`src/qpt_pkg.sv`:
```
// Shared types and constants for the quadrature position tracker.
`default_nettype none

package qpt_pkg;

  localparam int POS_W   = 16;
  localparam int CNT_W   = 18;
  localparam int FUNC_W  = 2;
  localparam int SENS_W  = 2;
  localparam int ADDR_W  = 5;
  localparam int DATA_W  = 32;
  localparam int REG_IDX_W = 3;

  // Request function codes.
  localparam logic [FUNC_W-1:0] FUNC_SAMPLE = 2'd0;
  localparam logic [FUNC_W-1:0] FUNC_SET    = 2'd1;
  localparam logic [FUNC_W-1:0] FUNC_CENTER = 2'd2;

  // Register indexes (byte address = 4 * index).
  localparam logic [REG_IDX_W-1:0] REG_ENABLE = 3'd0;
  localparam logic [REG_IDX_W-1:0] REG_SENS   = 3'd1;
  localparam logic [REG_IDX_W-1:0] REG_CENTER = 3'd2;
  localparam logic [REG_IDX_W-1:0] REG_LOWER  = 3'd3;
  localparam logic [REG_IDX_W-1:0] REG_UPPER  = 3'd4;

  // Register reset values.
  localparam logic [SENS_W-1:0] SENS_RESET  = 2'd1;
  localparam logic [POS_W-1:0]  UPPER_RESET = 16'd255;

  // Step count saturation bounds.
  localparam logic [CNT_W-1:0] CNT_MAX = 18'h1FFFF;
  localparam logic [CNT_W-1:0] CNT_MIN = 18'h20000;

  typedef struct packed {
    logic              enable;
    logic [SENS_W-1:0] sensitivity;
    logic [POS_W-1:0]  center_position;
    logic [POS_W-1:0]  lower_limit;
    logic [POS_W-1:0]  upper_limit;
  } cfg_t;

  typedef struct packed {
    logic [FUNC_W-1:0] func;
    logic              pin_a;
    logic              pin_b;
    logic [POS_W-1:0]  new_position;
  } req_t;

  typedef struct packed {
    logic [POS_W-1:0] position;
    logic             moved;
    logic             clamped;
  } res_t;

endpackage

`default_nettype wire

```
`src/qpt_regs.sv`:
```
// Configuration register file behind the APB-style port.
`default_nettype none

module qpt_regs (
  input  wire logic                        clk,
  input  wire logic                        rst_n,
  input  wire logic                        psel,
  input  wire logic                        penable,
  input  wire logic                        pwrite,
  input  wire logic [qpt_pkg::ADDR_W-1:0]  paddr,
  input  wire logic [qpt_pkg::DATA_W-1:0]  pwdata,
  output logic      [qpt_pkg::DATA_W-1:0]  prdata,
  output qpt_pkg::cfg_t                    cfg
);
  import qpt_pkg::*;

  cfg_t                 cfg_r;
  cfg_t                 cfg_nxt;
  logic [REG_IDX_W-1:0] idx;
  logic                 wr_en;

  assign idx   = paddr[ADDR_W-1:2];
  assign wr_en = psel && penable && pwrite;

  always_comb begin
    cfg_nxt = cfg_r;
    if (wr_en) begin
      case (idx)
        REG_ENABLE: cfg_nxt.enable          = pwdata[0];
        REG_SENS:   cfg_nxt.sensitivity     = pwdata[SENS_W-1:0];
        REG_CENTER: cfg_nxt.center_position = pwdata[POS_W-1:0];
        REG_LOWER:  cfg_nxt.lower_limit     = pwdata[POS_W-1:0];
        REG_UPPER:  cfg_nxt.upper_limit     = pwdata[POS_W-1:0];
        default:    cfg_nxt = cfg_r;
      endcase
    end
  end

  always_ff @(posedge clk) begin
    if (!rst_n) begin
      cfg_r.enable          <= 1'b0;
      cfg_r.sensitivity     <= SENS_RESET;
      cfg_r.center_position <= '0;
      cfg_r.lower_limit     <= '0;
      cfg_r.upper_limit     <= UPPER_RESET;
    end else begin
      cfg_r <= cfg_nxt;
    end
  end

  always_comb begin
    case (idx)
      REG_ENABLE: prdata = {{(DATA_W-1){1'b0}}, cfg_r.enable};
      REG_SENS:   prdata = {{(DATA_W-SENS_W){1'b0}}, cfg_r.sensitivity};
      REG_CENTER: prdata = {{(DATA_W-POS_W){cfg_r.center_position[POS_W-1]}},
                            cfg_r.center_position};
      REG_LOWER:  prdata = {{(DATA_W-POS_W){cfg_r.lower_limit[POS_W-1]}},
                            cfg_r.lower_limit};
      REG_UPPER:  prdata = {{(DATA_W-POS_W){cfg_r.upper_limit[POS_W-1]}},
                            cfg_r.upper_limit};
      default:    prdata = '0;
    endcase
  end

  assign cfg = cfg_r;

endmodule

`default_nettype wire

```
`src/qpt_core.sv`:
```
// Tracker state and the single-pass step, divide and clamp logic.
`default_nettype none

module qpt_core (
  input  wire logic          clk,
  input  wire logic          rst_n,
  input  wire logic          advance,
  input  qpt_pkg::req_t      req,
  input  qpt_pkg::cfg_t      cfg,
  output qpt_pkg::res_t      res
);
  import qpt_pkg::*;

  logic [CNT_W-1:0] count_r, count_nxt;
  logic             last_a_r, last_a_nxt;
  logic [POS_W-1:0] pos_r, pos_nxt;

  logic             div_one;
  logic [CNT_W-1:0] step_cnt;
  logic [CNT_W:0]   step_sum;
  logic [CNT_W-1:0] half_cnt;
  logic [CNT_W-1:0] load_val;
  logic [CNT_W-1:0] pos_w;
  logic [CNT_W-1:0] cnt_w;
  logic [CNT_W-1:0] lower_w;
  logic [CNT_W-1:0] upper_w;
  logic             moved;
  logic             clamped;

  // Count and position agree as count = position * divisor.
  function automatic logic [CNT_W-1:0] load_count(input logic [POS_W-1:0] p,
                                                  input logic one);
    logic [CNT_W-1:0] ext;
    ext = {{(CNT_W-POS_W){p[POS_W-1]}}, p};
    return one ? ext : {ext[CNT_W-2:0], 1'b0};
  endfunction

  assign div_one = cfg.sensitivity[1];
  assign lower_w = {{(CNT_W-POS_W){cfg.lower_limit[POS_W-1]}}, cfg.lower_limit};
  assign upper_w = {{(CNT_W-POS_W){cfg.upper_limit[POS_W-1]}}, cfg.upper_limit};

  // Step the count by one, saturating at its range.
  assign step_sum = {count_r[CNT_W-1], count_r} +
                    ((req.pin_b != req.pin_a) ? {{CNT_W{1'b0}}, 1'b1} : {(CNT_W+1){1'b1}});
  always_comb begin
    if (step_sum[CNT_W] != step_sum[CNT_W-1]) begin
      step_cnt = step_sum[CNT_W] ? CNT_MIN : CNT_MAX;
    end else begin
      step_cnt = step_sum[CNT_W-1:0];
    end
  end

  // Halve toward zero: bias negatives by one before the arithmetic shift.
  assign half_cnt = $unsigned($signed(step_cnt + {{(CNT_W-1){1'b0}}, step_cnt[CNT_W-1]}) >>> 1);

  always_comb begin
    pos_w      = {{(CNT_W-POS_W){pos_r[POS_W-1]}}, pos_r};
    cnt_w      = count_r;
    last_a_nxt = last_a_r;
    moved      = 1'b0;
    clamped    = 1'b0;
    load_val   = '0;
    case (req.func)
      FUNC_SAMPLE: begin
        if (cfg.enable) begin
          if (req.pin_a != last_a_r) begin
            cnt_w = step_cnt;
            pos_w = div_one ? step_cnt : half_cnt;
          end
          last_a_nxt = req.pin_a;
          moved      = 1'b1;
        end
      end
      FUNC_SET: begin
        pos_w = {{(CNT_W-POS_W){req.new_position[POS_W-1]}}, req.new_position};
        cnt_w = load_count(req.new_position, div_one);
      end
      FUNC_CENTER: begin
        pos_w = {{(CNT_W-POS_W){cfg.center_position[POS_W-1]}}, cfg.center_position};
        cnt_w = load_count(cfg.center_position, div_one);
      end
      default: begin
        pos_w = pos_w;
      end
    endcase

    // Clamp, lower limit first: with crossed limits, below lower goes to lower, else to upper.
    if ($signed(pos_w) < $signed(lower_w)) begin
      pos_w   = lower_w;
      cnt_w   = load_count(cfg.lower_limit, div_one);
      clamped = 1'b1;
      moved   = 1'b0;
    end else if ($signed(pos_w) > $signed(upper_w)) begin
      pos_w   = upper_w;
      cnt_w   = load_count(cfg.upper_limit, div_one);
      clamped = 1'b1;
      moved   = 1'b0;
    end
    load_val  = cnt_w;
    count_nxt = load_val;
    pos_nxt   = pos_w[POS_W-1:0];
  end

  always_ff @(posedge clk) begin
    if (!rst_n) begin
      count_r  <= '0;
      last_a_r <= 1'b0;
      pos_r    <= '0;
    end else if (advance) begin
      count_r  <= count_nxt;
      last_a_r <= last_a_nxt;
      pos_r    <= pos_nxt;
    end
  end

  assign res.position = pos_nxt;
  assign res.moved    = moved;
  assign res.clamped  = clamped;

endmodule

`default_nettype wire

```
`src/quadrature_position_tracker_unit.sv`:
```
// Top level of the quadrature position tracker.
//
// Usage:
//   Requests arrive on the in_ channel (valid/ready): a pin sample of encoder
//   channels A and B, a set-position command or a recenter command. Every
//   request produces exactly one result on the out_ channel: the clamped
//   position plus moved and clamped flags.
//   Configuration goes through the cfg_ APB-style port: enable (0x00),
//   sensitivity (0x04), center position (0x08), lower limit (0x0C) and upper
//   limit (0x10). Write it only while no request is in flight.
// Timing:
//   A request accepted at a clock edge is registered in the input register,
//   processed in one pass and registered into the result register on out_.
//   Throughput is one request per cycle while out_ready stays high; the limit
//   is the update of the step count register, which feeds the next request.
// Reset and stall:
//   Synchronous active-low reset zeroes the count, last A level and position,
//   and loads the register defaults (disabled, two steps per position,
//   limits 0 and 255). When the receiver holds out_ready low the result holds;
//   one more request can sit in the input register, then in_ready drops.
`default_nettype none

module quadrature_position_tracker_unit (
  input  wire logic                        clk,
  input  wire logic                        rst_n,
  // Request channel
  input  wire logic                        in_valid,
  output logic                             in_ready,
  input  wire logic [qpt_pkg::FUNC_W-1:0]  in_func,
  input  wire logic                        in_pin_a,
  input  wire logic                        in_pin_b,
  input  wire logic [qpt_pkg::POS_W-1:0]   in_new_position,
  // Result channel
  output logic                             out_valid,
  input  wire logic                        out_ready,
  output logic      [qpt_pkg::POS_W-1:0]   out_position,
  output logic                             out_moved,
  output logic                             out_clamped,
  // Configuration port
  input  wire logic                        cfg_psel,
  input  wire logic                        cfg_penable,
  input  wire logic                        cfg_pwrite,
  input  wire logic [qpt_pkg::ADDR_W-1:0]  cfg_paddr,
  input  wire logic [qpt_pkg::DATA_W-1:0]  cfg_pwdata,
  output logic      [qpt_pkg::DATA_W-1:0]  cfg_prdata,
  output logic                             cfg_pready
);
  import qpt_pkg::*;

  cfg_t cfg;
  req_t req_r;
  res_t res_c;
  res_t res_r;
  logic in_valid_r, in_valid_nxt;
  logic out_valid_r, out_valid_nxt;
  logic accept;
  logic advance;

  qpt_regs u_regs (
    .clk     (clk),
    .rst_n   (rst_n),
    .psel    (cfg_psel),
    .penable (cfg_penable),
    .pwrite  (cfg_pwrite),
    .paddr   (cfg_paddr),
    .pwdata  (cfg_pwdata),
    .prdata  (cfg_prdata),
    .cfg     (cfg)
  );

  assign cfg_pready = 1'b1;

  // Advance the held request when the result register is free or drains now.
  assign advance  = in_valid_r && (!out_valid_r || out_ready);
  assign in_ready = !in_valid_r || advance;
  assign accept   = in_valid && in_ready;

  always_comb begin
    if (accept) begin
      in_valid_nxt = 1'b1;
    end else if (advance) begin
      in_valid_nxt = 1'b0;
    end else begin
      in_valid_nxt = in_valid_r;
    end

    if (advance) begin
      out_valid_nxt = 1'b1;
    end else if (out_ready) begin
      out_valid_nxt = 1'b0;
    end else begin
      out_valid_nxt = out_valid_r;
    end
  end

  always_ff @(posedge clk) begin
    if (!rst_n) begin
      in_valid_r  <= 1'b0;
      out_valid_r <= 1'b0;
    end else begin
      in_valid_r  <= in_valid_nxt;
      out_valid_r <= out_valid_nxt;
    end
  end

  // Capture the request payload.
  always_ff @(posedge clk) begin
    if (accept) begin
      req_r.func         <= in_func;
      req_r.pin_a        <= in_pin_a;
      req_r.pin_b        <= in_pin_b;
      req_r.new_position <= in_new_position;
    end
  end

  qpt_core u_core (
    .clk     (clk),
    .rst_n   (rst_n),
    .advance (advance),
    .req     (req_r),
    .cfg     (cfg),
    .res     (res_c)
  );

  // Hold the result until the receiver takes it.
  always_ff @(posedge clk) begin
    if (advance) begin
      res_r <= res_c;
    end
  end

  assign out_valid    = out_valid_r;
  assign out_position = res_r.position;
  assign out_moved    = res_r.moved;
  assign out_clamped  = res_r.clamped;

endmodule

`default_nettype wire

```
`config.mk`:
```
export PLATFORM = sky130hd
export DESIGN_NAME = quadrature_position_tracker_unit
export DESIGN_NICKNAME = d
export VERILOG_FILES = /design/src/qpt_pkg.sv /design/src/qpt_regs.sv /design/src/qpt_core.sv /design/src/quadrature_position_tracker_unit.sv
export SDC_FILE = /design/constraint.sdc
export NUM_CORES = 1
export LEC_CHECK = 0
export BUFFER_PORTS_ARGS = -buffer_cell sky130_fd_sc_hd__buf_2
export CORE_MARGIN = 2
export CORE_UTILIZATION = 56
export DETAILED_ROUTE_END_ITERATION = 12
export PLACE_DENSITY = 0.77
export SYNTH_ARGS = -nofsm -noshare
export SYNTH_HDL_FRONTEND = slang
export SYNTH_SLANG_ARGS = --single-unit
```
`constraint.sdc`:
```
create_clock -name clk -period 9.4 [get_ports clk]
set_clock_uncertainty 0.05 [all_clocks]
set_input_delay 0.94 -clock clk [delete_from_list [all_inputs] [get_ports clk]]
set_output_delay 0.94 -clock clk [all_outputs]
set_load 0.01 [all_outputs]
```
==> results of run 1 <==
==> final cells by class <==
type / count / area [um^2] / area share, %
clock buffers: 20 / 479 / 4.60
well taps: 220 / 275 / 2.64
repair buffers: 116 / 628 / 6.03
multi-input cells: 939 / 5840 / 56.1
clock inverters: 12 / 95.1 / 0.912
inverters: 52 / 195 / 1.87
flip-flops and latches: 126 / 2910 / 27.9
==> power by group through the flow <==
stage	Sequential [uW]	Clock [uW]	Combinational, uW
6_report	668	643	1340
2_1_floorplan	651	0	971
4_1_cts	667	644	1300
3_3_place_gp	676	0	1270
5_1_grt	674	671	1450
3_5_place_dp	677	0	1290
==> synthesized netlist by cell type, types with 24 or more instances <==
master,number
sky130_fd_sc_hd__a21oi_1,108
sky130_fd_sc_hd__clkbuf_1,77
sky130_fd_sc_hd__dfxtp_1,88
sky130_fd_sc_hd__edfxtp_1,38
sky130_fd_sc_hd__ha_1,44
sky130_fd_sc_hd__inv_1,51
sky130_fd_sc_hd__mux2i_1,42
sky130_fd_sc_hd__nand2_1,206
sky130_fd_sc_hd__nand3_1,24
sky130_fd_sc_hd__nor2_1,87
sky130_fd_sc_hd__o211ai_1,45
sky130_fd_sc_hd__o21ai_0,71
==> logic make-up (layout without fill, tap and decap cells) <==
family | Yosys count | after routing | synth area share, %
and+or+nand+nor | 443 | 443 | 22.0
buffers and inverters | 159 | 200 | 7.16
xor gates and xnor gates | 17 | 17 | 1.66
muxes | 48 | 48 | 5.22
other | 1 | 1 | 0.0398
AOI/OAI and AO/OA | 386 | 386 | 27.2
adders and majority gates | 44 | 44 | 5.85
DFF | 126 | 126 | 30.8
==> critical path, delay by kind of cell (launching register included) <==
family                   cells  cell delay (ns)
AO/OA/AOI/OAI               12             3.47
flip-flops                   1             0.51
adder cells (fa/ha/maj)      4             0.99
XOR/XNOR                     2             0.36
buffers and inverters        2             0.42
AND/OR/NAND/NOR             10             2.29
==> path summary, 6_finish.rpt <==
kind | startpoint | endpoint | slack [ns] | cells past startpoint
max | req_r[17] | out_position[3] | 0.96 | 30
min | u_regs.cfg[32] | u_regs.cfg[32] | 0.44 | 2
max reg2reg | req_r[17] | out_position[3] | 0.96 | 30
min reg2reg | u_regs.cfg[32] | u_regs.cfg[32] | 0.44 | 2
==> registers in the layout, summed over array words and instances (netlist names) <==
| signal | cells |
|---|---|
| u_regs.cfg | 51 |
| req_r | 20 |
| u_core.count_r | 18 |
| out_position | 16 |
| u_core.pos_r | 16 |
| in_valid_r | 1 |
| out_clamped | 1 |
| out_moved | 1 |
| out_valid | 1 |
| u_core.last_a_r | 1 |
==> metal layers <==
metal  GRT usage, %  wire length, um
met1           44.1            12400
met2           51.5            13100
met4           19.0             1670
met3           8.79             3170
met5              0                0
==> stage by stage <==
| stage | hold slack (ns) | std cells | area [um^2] |
|---|---|---|---|
| floorplan | 0.396 | 1224 | 9410 |
| global placement | 0.417 | 1453 | 9850 |
| detailed placement | 0.424 | 1453 | 9850 |
| CTS | 0.432 | 1485 | 10400 |
| global route | 0.470 | 1485 | 10400 |
| finish | 0.436 | 1485 | 10400 |
==> impl_summary.log, run 1 <==
[metrics] CP Data Arrival Time: between 8 and 9 ns
[metrics] syn_area_per_cell: 7.69 um^2
[metrics] part of the power in the clock network: between 20% and 30%
[metrics] sequential element share of the synthesized area: 30.8%
[metrics] synth unique cells: 87
[metrics] post-layout power: 2650 uW
[metrics] Int Pwr: 1440 uW
[metrics] average detailed-routed wire length per instance: slightly above 20 um
[metrics] drt first-iter violations: 1091
[metrics] Inserted Clock Buffers: 17
[metrics] vias in the first global route: 8580
[metrics] number of buffers inserted by port buffering: 97
[metrics] share of the clock period used by the worst path after layout: 89.8%
[metrics] run status: finished clean
[metrics] leakage power: 0.00409 uW
[metrics] Post-Synthesis Net Count: 1332
[metrics] Main synth FF type: sky130_fd_sc_hd__dfxtp_1
[metrics] RSZ-0062 raised after global routing: no
[metrics] slowest stage cell on the critical path: sky130_fd_sc_hd__o21ai_0
[metrics] aggregate global-route resource usage: 34.0%
[metrics] Clk Tree Root Cell: sky130_fd_sc_hd__clkbuf_16
[metrics] placed wire-length estimate: 22300 um
[metrics] core occupancy in the finished layout: 63.1%
[metrics] die footprint: 17900 um^2
[metrics] Final WS setup: 0.958 ns
[metrics] number of DRC violations after detailed routing: 0
[metrics] clock tree from TritonCTS: yes
[metrics] leading cell type in the layout, fill and taps excluded: sky130_fd_sc_hd__nand2_1
[metrics] Post-Synthesis Cell Area: 9410 um^2
[metrics] number of H-tree branching levels: 4
[metrics] Pwr per Cell Area: 254 nW/um^2
[metrics] proportion of synthesized flip-flops having asynchronous set or reset: 0%
[metrics] final estimated routing congestion in global placement: 0.962
[metrics] maximum vdd drop: 0.169 mV
[metrics] layout net count: about 1400
[metrics] Initial Utilization: 57.0%
[metrics] global-route wire length before repair: between 40000 and 50000 um
[metrics] DR pass1 iterations: 8
[metrics] detailed-route wire length: between 30000 and 40000 um
[metrics] min Tclk post-route: roughly 8.4 ns
[metrics] count of boundary I/O pins: 117
[metrics] floorplan die height: 134 um
[metrics] largest driver fanout on the critical path: 46
[metrics] synthesis-to-layout area growth: 10.7%
[metrics] Max Freq: 0.118 GHz
[metrics] number of enable flip-flop cells after synthesis: 38
[metrics] headroom to the max-slew limit: 30.7%
[metrics] share of cells above drive strength 1: 14.2%
[metrics] grt ovf: 0
[metrics] crit path kind: flop to flop
[metrics] switching power as a share of total power: 45.7%
[metrics] Gates resized, CTS repair: 0
[metrics] number of antenna violations at the first check in global routing: 0
[metrics] number of vias per cell after detailed routing: 6.54
[metrics] number of buffers added for setup after CTS: 0
[metrics] Std-Cell Core Area: 16500 um^2
[metrics] startpoint types: flop
[metrics] number of synthesis warnings: 0
[metrics] antenna diode instance count: 0
[metrics] sum of negative setup slack: 0 ns
[metrics] crit path capture type: flop
[metrics] post-synthesis register bit count: 126
[metrics] post-synthesis instance total: approximately 1200
[metrics] cell type with the highest occurrence count on the critical path: sky130_fd_sc_hd__ha_1
[metrics] Num Clock Sinks: approximately 130
[metrics] data required time at the worst endpoint: 9.47 ns
[metrics] endpoints failing hold: 0
[metrics] final count of negative-setup-slack endpoints: 0
[metrics] Reg power frac: approximately a quarter
[metrics] horizontal die dimension: 134 um
[metrics] worst stage delay on the critical path: just under 0.7 ns
[metrics] total of max-cap violations: 0
[metrics] Setup Slack @ Placement: 1.37 ns
[metrics] Max clock buf depth: 2
[metrics] leading area contributor after synthesis: sky130_fd_sc_hd__dfxtp_1
[metrics] area share of the largest cell type after synthesis: 18.7%
[metrics] Gate power share: 50.6%
[metrics] count of hold-fix buffers inserted at cts: 0
[metrics] total net switching power: 1210 uW
[metrics] detailed-route via count: 9708
[metrics] most used cells in the layout excluding fill and tap cells: sky130_fd_sc_hd__nand2_1 (206), sky130_fd_sc_hd__a21oi_1 (108), sky130_fd_sc_hd__buf_2 (97), sky130_fd_sc_hd__dfxtp_1 (87), sky130_fd_sc_hd__nor2_1 (86)
[metrics] clock edge transition at the registers on the reported setup and hold paths: 0.06 ns
[metrics] number of placement rows: 47
[metrics] Final ANT Viol Nets: 0
[metrics] largest net degree at the start of global routing: 51
[metrics] largest cells by area after synthesis: sky130_fd_sc_hd__dfxtp_1 (19%), sky130_fd_sc_hd__edfxtp_1 (12%), sky130_fd_sc_hd__nand2_1 (8.2%), sky130_fd_sc_hd__ha_1 (5.8%), sky130_fd_sc_hd__a21oi_1 (5.7%)
[metrics] slew at the pin with the worst max-slew slack: ~1.0 ns
[metrics] pins over their slew limit: 0
[metrics] Hold Crit Class: flop to flop
[metrics] fill cell total of the finished layout: 1498
[metrics] clock insertion delay at the later pin of the skew report: 0.43 ns
Note: power is estimated with default switching activity, not from simulation.
==> run 2, diff against run 1 <==
Settings changed: PLACE_DENSITY 0.77 to 0.84.
==> impl_summary.log, run 2 (same netlist as run 1, synthesis figures left out) <==
[metrics] run status: finished clean
[metrics] detailed-route wire length: 30700 um
[metrics] cell type with the highest occurrence count on the critical path: sky130_fd_sc_hd__ha_1
[metrics] slew at the pin with the worst max-slew slack: 1.07 ns
[metrics] number of buffers inserted by port buffering: 97
[metrics] Gates resized, CTS repair: 0
[metrics] grt ovf: 0
[metrics] Reg power frac: 25.2%
[metrics] layout net count: approximately 1400
[metrics] post-layout power: 2660 uW
[metrics] vias in the first global route: 8881
[metrics] total net switching power: 1220 uW
[metrics] pins over their slew limit: 0
[metrics] startpoint types: flop
[metrics] average detailed-routed wire length per instance: 20.7 um
[metrics] slowest stage cell on the critical path: sky130_fd_sc_hd__o21ai_0
[metrics] sequential cell area: 2910 um^2
[metrics] headroom to the max-slew limit: 28.6%
[metrics] WL met3: 3230 um
[metrics] Initial Utilization: 57.0%
[metrics] largest driver fanout on the critical path: 41
[metrics] count of hold-fix buffers inserted at cts: 0
[metrics] Max clock buf depth: 2
[metrics] horizontal die dimension: 134 um
[metrics] hold_ws: roughly 0.43 ns
[metrics] highest metal layer with signal wires: met4
[metrics] endpoints failing hold: 0
[metrics] maximum vdd drop: 0.181 mV
[metrics] detailed-route via count: slightly below 10000
[metrics] Inserted Clock Buffers: 17
[metrics] fill cell total of the finished layout: 1413
[metrics] number of DRC violations after detailed routing: 0
[metrics] final count of negative-setup-slack endpoints: 0
[metrics] drt first-iter violations: 1245
[metrics] crit path kind: flop to flop
[metrics] Final ANT Viol Nets: 0
[metrics] Std-Cell Core Area: 16500 um^2
[metrics] global-route wire length before repair: 47800 um
[metrics] synthesis-to-layout area growth: 10.5%
[metrics] number of H-tree branching levels: 4
[metrics] Clk Tree Root Cell: sky130_fd_sc_hd__clkbuf_16
[metrics] Num Clock Sinks: 126
[metrics] share of the clock period used by the worst path after layout: 92.0%
[metrics] number of stages on the worst setup path: 30
[metrics] final estimated routing congestion in global placement: about 1
[metrics] leading cell type in the layout, fill and taps excluded: sky130_fd_sc_hd__nand2_1
[metrics] crit path capture type: flop
[metrics] count of boundary I/O pins: 117
[metrics] area occupied by multi-input gates: 5840 um^2
[metrics] Worst Hold Depth: 2
[metrics] total of max-cap violations: 0
[metrics] clock insertion delay at the later pin of the skew report: 0.44 ns
[metrics] Pwr per Cell Area: 255 nW/um^2
[metrics] DR pass1 iterations: 7
[metrics] clock edge transition at the registers on the reported setup and hold paths: 0.06 ns
[metrics] sum of negative setup slack: 0 ns
[metrics] number of placement rows: 47
[metrics] Int Pwr: 1440 uW
[metrics] RSZ-0062 raised after global routing: no
[metrics] r2r worst-path depth: 30
[metrics] largest delay contributor family on the critical path: compound AO/OA/AOI/OAI gates
[metrics] max FFs per register: 51
[metrics] data required time at the worst endpoint: 9.48 ns
[metrics] part of the power in the clock network: 24.7%
[metrics] clock tree from TritonCTS: yes
[metrics] Gate power share: between 50% and 60%
[metrics] worst stage delay on the critical path: 0.65 ns
[metrics] WL met1: approximately 12000 um
[metrics] placed wire-length estimate: 22300 um
[metrics] most used cells in the layout excluding fill and tap cells: sky130_fd_sc_hd__nand2_1 (206), sky130_fd_sc_hd__a21oi_1 (108), sky130_fd_sc_hd__buf_2 (97), sky130_fd_sc_hd__dfxtp_1 (87), sky130_fd_sc_hd__nor2_1 (86)
[metrics] die footprint: 17900 um^2
[metrics] Hold Crit Class: flop to flop
[metrics] Max Freq: 0.116 GHz
[metrics] share of cells above drive strength 1: 14.1%
[metrics] buffers plus inverters on the worst setup path: 2
[metrics] switching power as a share of total power: 45.9%
[metrics] number of antenna violations at the first check in global routing: 0
[metrics] largest net degree at the start of global routing: 55
[metrics] leakage power: 0.00408 uW
[metrics] floorplan die height: 134 um
[metrics] CP Data Arrival Time: between 8 and 9 ns
[metrics] WL met2: around 14000 um
[metrics] number of vias per cell after detailed routing: 6.62
[metrics] aggregate global-route resource usage: 34.5%
[metrics] number of buffers added for setup after CTS: 0
[metrics] min Tclk post-route: 8.65 ns
## run 2: worst paths after layout
path                   start               to  slack (ns)
max reg2reg        req_r[17]  out_position[3]        0.75
min          u_core.pos_r[9]  u_core.pos_r[9]        0.43
min reg2reg  u_core.pos_r[9]  u_core.pos_r[9]        0.43
max                req_r[17]  out_position[3]        0.75
## run 2: per-stage QoR
stage	area (um^2)	utilization (%)	setup WS, ns	std cells
after global placement	9830	59.5	1.27	1450
after CTS	10400	63.0	1.16	1482
after detailed placement	9830	59.5	1.19	1450
after global routing	10400	63.0	0.516	1482
final	10400	63.0	0.754	1483
after floorplan	9410	-	1.83	1224
## run 2: final cells by class
class	instances	area share (%)
inverters	52	1.88
clock inverters	15	1.45
well taps	220	2.65
diodes	1	0.0240
repair buffers	113	5.82
flip-flops and latches	126	27.9
multi-input cells	939	56.2
clock buffers	17	4.09
## run 2: per-layer routing
metal | up-vias | track usage [%]
met2 | 646 | 54.3
met5 | - | 0
met4 | 0 | 18.4
li1 | 4518 | -
met1 | 4537 | 44.6
met3 | 113 | 7.04
## run 2: worst register-to-register path: cells and delay by family (launching register included)
kind	cells	cell delay [ns]
buffers and inverters	2	0.47
and+or+nand+nor	10	2.37
AOI/OAI and AO/OA	12	3.45
adders and majority gates	4	1.11
xor gates and xnor gates	2	0.37
DFF	1	0.52
## run 2: power by group through the flow
stage,Clock [uW],Combinational (uW),Sequential (uW)
after floorplan,0,971,651
final,657,1330,668
after global routing,677,1440,674
after detailed placement,0,1280,677
after global placement,0,1260,675
after CTS,652,1280,666
==> run 3, diff against run 2 <==
Settings changed: CORE_UTILIZATION 56 to 60, PLACE_DENSITY 0.84 to 0.89, SLEW_MARGIN set to 20.
Clock period 9.4 ns to 8.4 ns, I/O delays scaled along.
==> impl_summary.log, run 3 (same netlist as run 1, synthesis figures left out) <==
[metrics] share of the clock period used by the worst path after layout: 95.2%
[metrics] RSZ-0062 raised after global routing: no
[metrics] slowest stage cell on the critical path: sky130_fd_sc_hd__nor2_2
[metrics] layout net count: 1360
[metrics] crit path capture type: flop
[metrics] r2r worst-path depth: 32
[metrics] worst setup path startpoint: req_r[17]
[metrics] detailed-route wire length: 31300 um
[metrics] CP Data Arrival Time: 8.23 ns
[metrics] sum of negative setup slack: 0 ns
[metrics] Max Freq: about 0.13 GHz
[metrics] worst stage delay on the critical path: 0.62 ns
[metrics] average detailed-routed wire length per instance: 21.2 um
[metrics] slew at the pin with the worst max-slew slack: 1.08 ns
[metrics] total of max-cap violations: 0
[metrics] pins over their slew limit: 0
[metrics] Std-Cell Core Area: 15300 um^2
[metrics] Pwr per Cell Area: around 290 nW/um^2
[metrics] maximum vdd drop: 0.186 mV
[metrics] number of buffers added for setup after CTS: 0
[metrics] share of cells above drive strength 1: roughly 15%
[metrics] crit path kind: flop to flop
[metrics] antenna diode instance count: 0
[metrics] drt first-iter violations: roughly 1500
[metrics] post-layout power: roughly 3000 uW
[metrics] headroom to the max-slew limit: 27.8%
[metrics] die footprint: 16700 um^2
[metrics] synthesis-to-layout area growth: 10.8%
[metrics] number of vias per cell after detailed routing: 6.69
[metrics] clock insertion delay at the later pin of the skew report: ~0.43 ns
[metrics] max FFs per register: 51
[metrics] placed wire-length estimate: 22700 um
[metrics] Final ANT Viol Nets: 0
[metrics] most used cells in the layout excluding fill and tap cells: sky130_fd_sc_hd__nand2_1 (206), sky130_fd_sc_hd__a21oi_1 (108), sky130_fd_sc_hd__buf_2 (97), sky130_fd_sc_hd__dfxtp_1 (87), sky130_fd_sc_hd__nor2_1 (85)
[metrics] aggregate global-route resource usage: 37.5%
[metrics] dpl cell area: 9850 um^2
[metrics] Critical path destination: u_core.count_r[8]
[metrics] number of buffers inserted by port buffering: just under 100
[metrics] vias in the first global route: 9001
[metrics] Max clock buf depth: 2
[metrics] largest net degree at the start of global routing: 98
[metrics] DR pass1 iterations: 8
[metrics] min Tclk post-route: about 8.0 ns
[metrics] horizontal die dimension: 129 um
[metrics] final count of negative-setup-slack endpoints: 0
[metrics] fill cell total of the finished layout: 1298
[metrics] sequential cell area: 2910 um^2
[metrics] global-route wire length before repair: 48100 um
[metrics] Num Clock Sinks: 126
[metrics] largest driver fanout on the critical path: 15
[metrics] number of antenna violations at the first check in global routing: 0
[metrics] detailed-route via count: slightly below 10000
[metrics] worst reg2reg setup slack: 0.40 ns
[metrics] data required time at the worst endpoint: 8.63 ns
[metrics] finished layout cell area: 10400 um^2
[metrics] number of H-tree branching levels: 4
[metrics] number of placement rows: 45
[metrics] clock edge transition at the registers on the reported setup and hold paths: 0.06 ns
[metrics] startpoint types: flop
[metrics] area occupied by multi-input gates: roughly 5900 um^2
[metrics] number of DRC violations after detailed routing: 0
[metrics] Clk Tree Root Cell: sky130_fd_sc_hd__clkbuf_16
[metrics] leakage power: 0.00410 uW
[metrics] Hold Crit Class: flop to flop
[metrics] Inserted Clock Buffers: 17
[metrics] clock tree from TritonCTS: yes
[metrics] endpoint of the worst-slack reg-to-reg timing path: u_core.count_r[8]
[metrics] launch point of the worst reg-to-reg path: req_r[17]
[metrics] Initial Utilization: 61.7%
[metrics] count of boundary I/O pins: 117
[metrics] final estimated routing congestion in global placement: 0.971
[metrics] cell type with the highest occurrence count on the critical path: sky130_fd_sc_hd__ha_1
[metrics] grt ovf: 0
[metrics] floorplan die height: 129 um
[metrics] run status: finished clean
[metrics] leading cell type in the layout, fill and taps excluded: sky130_fd_sc_hd__nand2_1
[metrics] endpoints failing hold: 0
-- run 3: changes by cell type in the layout (fill, tap and decap cells not counted), sizes merged --
cell,previous run,this run
clkinv,5,3
diode,1,0
buf,113,116
bufinv,1,0
clkbuf,17,20
-- run 3: worst min-delay path by stage --
| stage | from | end | slack, ns | depth (start not counted) |
|---|---|---|---|---|
| after floorplan | u_core.pos_r[12] | u_core.pos_r[12] | 0.40 | 2 |
| after global placement | u_core.pos_r[9] | u_core.pos_r[9] | 0.41 | 2 |
| after detailed placement | u_core.pos_r[9] | u_core.pos_r[9] | 0.43 | 2 |
| after CTS | u_core.pos_r[9] | u_core.pos_r[9] | 0.44 | 2 |
| after global routing | u_core.pos_r[9] | u_core.pos_r[9] | 0.45 | 2 |
| final | u_core.pos_r[9] | u_core.pos_r[9] | 0.43 | 2 |
-- run 3: final cells by class --
cell class / count / share of cell area, %
Timing Repair Buffer: 116 / 6.18
Clock buffer: 20 / 4.50
Tap cell: 211 / 2.53
Inverter: 52 / 1.87
Clock inverter: 12 / 0.900
Multi-Input combinational cell: 939 / 56.1
Sequential cell: 126 / 27.9
-- run 3: what timing repair did --
| item | CTS | global route |
|---|---|---|
| hold buffers | 0 | 0 |
| endpoints found under the setup margin | 0 | 19 |
| gates resized for setup | 0 | 4 |
-- run 3: per-layer routing --
metal | global-route usage, % | up-vias | wire length, um
met3 | 9.70 | 121 | 3720
li1 | - | 4515 | -
met1 | 47.8 | 4583 | 11900
met4 | 19.8 | 0 | 1770
met2 | 58.5 | 656 | 14000
met5 | 0 | - | 0
-- run 3: per-stage QoR --
stage / hold WS [ns] / util, % / setup slack (ns) / cells
6_report: 0.433 / 68.3 / 0.401 / 1476
5_1_grt: 0.449 / 68.3 / 0.0223 / 1476
4_1_cts: 0.435 / 68.2 / 0.538 / 1476
3_5_place_dp: 0.427 / 64.6 / 0.634 / 1444
3_3_place_gp: 0.413 / 64.6 / 0.734 / 1444
2_1_floorplan: 0.396 / - / 0.827 / 1224
-- run 3: power by group --
group / internal, uW / switching [uW] / leakage (uW)
logic: 537 / 1010 / 0.00273
clock network: 410 / 301 / 0.000286
registers: 687 / 61.3 / 0.00108
total: 1630 / 1370 / 0.00410
-- run 3: critical path: cells and delay by family, from the launching register on --
family,cells,cell delay [ns]
compound gates,16,3.49
xor+xnor,2,0.37
fa+ha+maj,4,1.00
buf+inv,2,0.38
flops,1,0.51
simple gates,8,2.02
